<file path="config.mk">
export PLATFORM = sky130hd
export DESIGN_NAME = hufir_mac
export DESIGN_NICKNAME = d
export VERILOG_FILES = /design/src/hw/rtl/hufir_pkg.sv /design/src/hw/rtl/hufir_mac.sv
export SDC_FILE = /design/constraint.sdc
export NUM_CORES = 2
export LEC_CHECK = 0
export BUFFER_PORTS_ARGS = -buffer_cell sky130_fd_sc_hd__buf_2
export CAP_MARGIN = 10
export CORE_MARGIN = 2
export CORE_UTILIZATION = 41
export DETAILED_ROUTE_END_ITERATION = 16
export REMOVE_ABC_BUFFERS = 1
export SLEW_MARGIN = 30
export SYNTH_ARGS = -nofsm -noshare
export SYNTH_HDL_FRONTEND = slang
export SYNTH_SLANG_ARGS = --single-unit
</file>
<file path="constraint.sdc">
create_clock -name clock -period 9.9 [get_ports clock]
set_clock_uncertainty 0.15 [all_clocks]
set_input_delay 1.98 -clock clock [delete_from_list [all_inputs] [get_ports clock]]
set_output_delay 1.98 -clock clock [all_outputs]
set_load 0.05 [all_outputs]
</file>
<file path="src/hw/rtl/hufir_pkg.sv">
// Shared constants, codes and types of the held-upsample complex FIR core.
package hufir_pkg;

   // Sizes of the tap store and history line
   localparam int TAPS      = 64;
   localparam int TAP_AW    = $clog2(TAPS);
   localparam int MAX_RATIO = 16;
   localparam int STEP_W    = (MAX_RATIO > 1) ? $clog2(MAX_RATIO) : 1;

   // Field widths
   localparam int ACTION_W  = 2;
   localparam int INDEX_W   = 6;
   localparam int COEF_W    = 18;
   localparam int SAMPLE_W  = 16;
   localparam int OUT_W     = 41;
   localparam int PROD_W    = COEF_W + SAMPLE_W;
   localparam int RATIO_W   = 5;
   localparam int NTAPS_W   = 7;

   // Register port
   localparam int CSR_IDX_W  = 2;
   localparam int CSR_DATA_W = 8;
   localparam logic [CSR_IDX_W-1:0] CSR_RATIO = 2'd0;
   localparam logic [CSR_IDX_W-1:0] CSR_NTAPS = 2'd1;

   // Action codes
   localparam logic [ACTION_W-1:0] ACT_LOAD_TAP = 2'd0;
   localparam logic [ACTION_W-1:0] ACT_PUSH     = 2'd1;
   localparam logic [ACTION_W-1:0] ACT_CLEAR    = 2'd2;

   // Control that travels with one history/tap pair into the MAC
   typedef struct packed {
      logic vld;
      logic first;
      logic last;
   } mac_ctl_type;

endpackage

</file>
<file path="src/hw/rtl/hufir_mac.sv">
// Pipelined complex multiply-accumulate: product stage, then accumulate stage.
module hufir_mac
   import hufir_pkg::*;
(
   input  logic                       clock,
   input  logic                       reset,
   input  mac_ctl_type                in_ctl,
   input  logic signed [SAMPLE_W-1:0] hist_re,
   input  logic signed [SAMPLE_W-1:0] hist_im,
   input  logic signed [COEF_W-1:0]   tap_re,
   input  logic signed [COEF_W-1:0]   tap_im,
   output logic                       sum_vld,
   output logic signed [OUT_W-1:0]    sum_re,
   output logic signed [OUT_W-1:0]    sum_im
);

   mac_ctl_type               ctl_ff;
   logic signed [PROD_W-1:0]  pr_rr_ff, pr_ii_ff, pr_ri_ff, pr_ir_ff;
   logic signed [PROD_W-1:0]  pr_rr_in, pr_ii_in, pr_ri_in, pr_ir_in;
   logic signed [OUT_W-1:0]   rr_x, ii_x, ri_x, ir_x;
   logic signed [OUT_W-1:0]   base_re, base_im;
   logic signed [OUT_W-1:0]   acc_re_ff, acc_im_ff, acc_re_in, acc_im_in;
   logic                      sum_vld_ff;

   // Four partial products, full width
   assign pr_rr_in = PROD_W'(hist_re) * PROD_W'(tap_re);
   assign pr_ii_in = PROD_W'(hist_im) * PROD_W'(tap_im);
   assign pr_ri_in = PROD_W'(hist_re) * PROD_W'(tap_im);
   assign pr_ir_in = PROD_W'(hist_im) * PROD_W'(tap_re);

   always_ff @(posedge clock) begin
      pr_rr_ff <= pr_rr_in;
      pr_ii_ff <= pr_ii_in;
      pr_ri_ff <= pr_ri_in;
      pr_ir_ff <= pr_ir_in;
      if (reset) begin
         ctl_ff <= '0;
      end else begin
         ctl_ff <= in_ctl;
      end
   end

   // Accumulate; first term of a sum restarts from zero
   assign rr_x    = OUT_W'(pr_rr_ff);
   assign ii_x    = OUT_W'(pr_ii_ff);
   assign ri_x    = OUT_W'(pr_ri_ff);
   assign ir_x    = OUT_W'(pr_ir_ff);
   assign base_re = ctl_ff.first ? '0 : acc_re_ff;
   assign base_im = ctl_ff.first ? '0 : acc_im_ff;
   assign acc_re_in = base_re + rr_x - ii_x;
   assign acc_im_in = base_im + ri_x + ir_x;

   always_ff @(posedge clock) begin
      if (ctl_ff.vld) begin
         acc_re_ff <= acc_re_in;
         acc_im_ff <= acc_im_in;
      end
      if (reset) begin
         sum_vld_ff <= 1'b0;
      end else begin
         sum_vld_ff <= ctl_ff.vld && ctl_ff.last;
      end
   end

   assign sum_vld = sum_vld_ff;
   assign sum_re  = acc_re_ff;
   assign sum_im  = acc_im_ff;

endmodule

</file>
==> key figures <==
Route
  • DR pass1 iterations: 8
  • Antenna Nets Post-Route: 0
  • Via count: 38.99k
  • Routed vias/inst: 5.048
  • Routed WL: 148,600 µm
  • 1st-iter DRT viols: 2,328
  • DR DRC count: 0
  • Wire per inst: 19.24 µm

Clock tree
  • CTS H-Tree Depth: 1
  • Clk root buf: clkbuf_16
  • Worst skew pair latency: 630 ps
  • Clk slew on worst S/H paths: 60 ps
  • Max Root-Sink Buffers: 3
  • Setup bufs post-CTS: 0
  • Number of CTS-inserted buffers: 29
  • Clock sink count: 222
  • CTS tree: done
  • PostCTS Resize Cnt: 0
  • Hold-fix buffers, CTS: 0

Logic synthesis
  • Synth Register Bits: 222
  • Yosys top cell by area: fa_1
  • Seq/Total Area, Yosys: 9.535%
  • Mux contribution to synthesized area: 0.09064%
  • Post-synthesis adder-cell area fraction: 54.65%
  • Asr flop ratio synth: 0%
  • Synth area leaders: fa_1 45%, inv_1 9.7%, ha_1 9.7%, and2_1 6.1%, dfxtp_1 5.1%
  • Complex-gate fraction of the synthesized area: 6.100%
  • Synth warnings: 0
  • Largest family of logic cells by synthesized area: adder cells
  • Post-synthesis simple-gate area fraction: 14.83%
  • Post-synth EDFFs: 82
  • Cell count after synthesis: 5,934
  • Synth unique cells: 78
  • Synthesized cell area: 55,220 µm²
  • Synth top area share: 44.99%
  • Prevailing post-synth register cell: dfxtp_1
  • Syn Area/Cell: 9.305 µm²
  • Post-Synth XOR/XNOR Area: 3.442%

STA
  • Worst-Margin Slew: 978.5 ps
  • F_max: 116.9 MHz
  • Slew Viols, Final: 0
  • Max_slew headroom: 34.77%
  • Crit share post-route: 86.43%
  • Setup violators final: 0
  • Fin worst setup slack: 1343 ps
  • Setup_tns: 0 ps
  • RSZ-0062 raised after global routing: no
  • Min Tclk post-route: 8557 ps
  • Final Hold Viols: 0

Die
  • Core footprint: 133,600 µm²
  • # IOs: 156
  • Die area: 137,600 µm²
  • Row cnt: 134
  • Die X: 371.0 µm
  • Die height: 371.0 µm
  • Starting density of the core: 41.32%

Finish
  • P&R area growth vs syn: 6.318%
  • Final core occ: 43.93%
  • Final net count: 7,667
  • Fillers: 12.95k
  • Layout cells sized above 1: 4.756%
  • Final non-filler cell total: 7,724

Outcome
  • Outcome: finished, final reports clean

Placement
  • RePlAce Congestion: 0.9124
  • Detail Placement HPWL: 118,600 µm
  • Place WS: 811.8 ps
  • Placed cells: 7,664
  • IO buf count: 155

Hold path
  • Worst hold path class: flip-flop to flip-flop

Setup path
  • Setup CP Type: input pin to flip-flop
  • Crit end category: flip-flop
  • Crit start category: input pin
  • Critical path arrival: 8910 ps
  • Worst Path Max Fanout: 32
  • CP required: 10,250 ps

Global route
  • Initial antenna violation count: 10
  • Total GRT Usage: 22.91%
  • Pin count of the biggest net entering global routing: 56
  • Final global-route overflow total: 0
  • Vias in the first global route: 42.39k
  • First-pass GRT wire length: 242,900 µm

Flow run
  • Max cap viols: 0
cell families (layout without fill, tap and decap cells):
group                      after synthesis  after routing
other                                    0              6
AOI/OAI and AO/OA                      514            514
buffers and inverters                 1670           1686
adders and majority gates             1667           1667
and+or+nand+nor                       1639           1639
DFF                                    222            222
xor gates and xnor gates               217            217
muxes                                    5              5
cell type report:
type / count / area [µm²] / share of cell area [%]
clock buffers: 43 / 872.1 / 1.486
inverters: 1423 / 5341 / 9.099
well taps: 1768 / 2212 / 3.768
repair buffers: 209 / 1206 / 2.055
flip-flops and latches: 222 / 5270 / 8.977
diodes: 6 / 15.01 / 0.02558
multi-input cells: 4042 / 43680 / 74.41
clock inverters: 11 / 103.9 / 0.1769
per-stage QoR:
step                instance area [µm²]  hold WS, ps
floorplan                         54290        245.2
global placement                  57710        248.3
detailed placement                57710        259.0
CTS                               58690        267.5
global route                      58700        292.1
finish                            58710        269.7
critical path, cell delays in order:
cell and delay [ps]:
buf_2 670, nand2_1 190, fa_1 570, inv_1 50, fa_1 500, inv_1 50
fa_1 530, inv_1 50, fa_1 410, fa_1 520, inv_1 50, fa_1 490
inv_1 40, ha_1 330, a21oi_1 150, o21ai_0 210, a2111oi_0 600, a21oi_1 160
a31oi_1 330, a21oi_1 200, o2111ai_1 290, nand2_1 110, a311o_1 360
registers in the layout, summed over array words and instances, names as in the netlist:
signal,cells
sum_im,41
sum_re,41
pr_ii_ff,34
pr_ir_ff,34
pr_ri_ff,34
pr_rr_ff,34
ctl_ff,3
sum_vld,1
metal layers:
layer	vias up	routed length, µm	GRT usage [%]	part of all wire, %
li1	17617	-	-	-
met3	183	8138	2.768	5.5
met5	-	23	0	0.015
met1	20161	65340	31.61	44
met4	4	5886	7.560	4.0
met2	1023	69200	37.44	47
synthesized netlist by cell type (3+ instances only):
master and count:
a31oi_1 19, nand2_1 643, a211o_1 4, o211ai_1 13, mux2i_1 5, o2111ai_1 5, a21boi_1 5, a311o_1 3
a21oi_1 166, o31ai_1 8, dfxtp_1 140, nor2b_1 66, a21bo_2 3, or2_2 6, nor3_1 35, o21a_1 32
a2111oi_0 3, a211oi_1 14, ha_1 426, a21boi_0 4, clkbuf_1 245, and4_1 9, xor2_1 52, a21o_1 75
nand2b_1 75, edfxtp_1 82, inv_1 1422, o21bai_1 21, o211ai_2 4, o311ai_1 5, xnor2_1 165, a311oi_1 5
nand4_1 21, and2_1 537, nor2_1 170, or3_1 8, fa_1 1241, a221oi_1 5, nor4_1 4, and3_1 19
o21ai_1 16, nand3_1 33, o21ai_0 70
path summary, 6_finish.rpt:
check                                from            to  slack, ps  depth (start not counted)
worst max-delay path            tap_im[7]  pr_ri_ff[32]       1340                         23
worst min-delay path            ctl_ff[0]       sum_vld        270                          2
worst max register to register  ctl_ff[1]    sum_im[37]       4700                         13
worst min register to register  ctl_ff[0]       sum_vld        270                          2
layout by cell type, fill, tap and decap left out, types with 21 or more instances in the layout:
master	synthesis	final
a21o_1	75	75
a21oi_1	166	166
and2_1	537	537
buf_2	0	155
buf_4	1	52
clkbuf_16	0	32
dfxtp_1	140	138
edfxtp_1	82	82
fa_1	1241	1241
ha_1	426	426
inv_1	1422	1422
nand2_1	643	643
nand2b_1	75	75
nand3_1	33	33
nand4_1	21	21
nor2_1	170	170
nor2b_1	66	66
nor3_1	35	34
o21a_1	32	32
o21ai_0	70	70
o21bai_1	21	21
xnor2_1	165	165
xor2_1	52	52
Power is not shown: default switching activity piles up to over one toggle a cycle in this logic, so the estimate is an artifact.
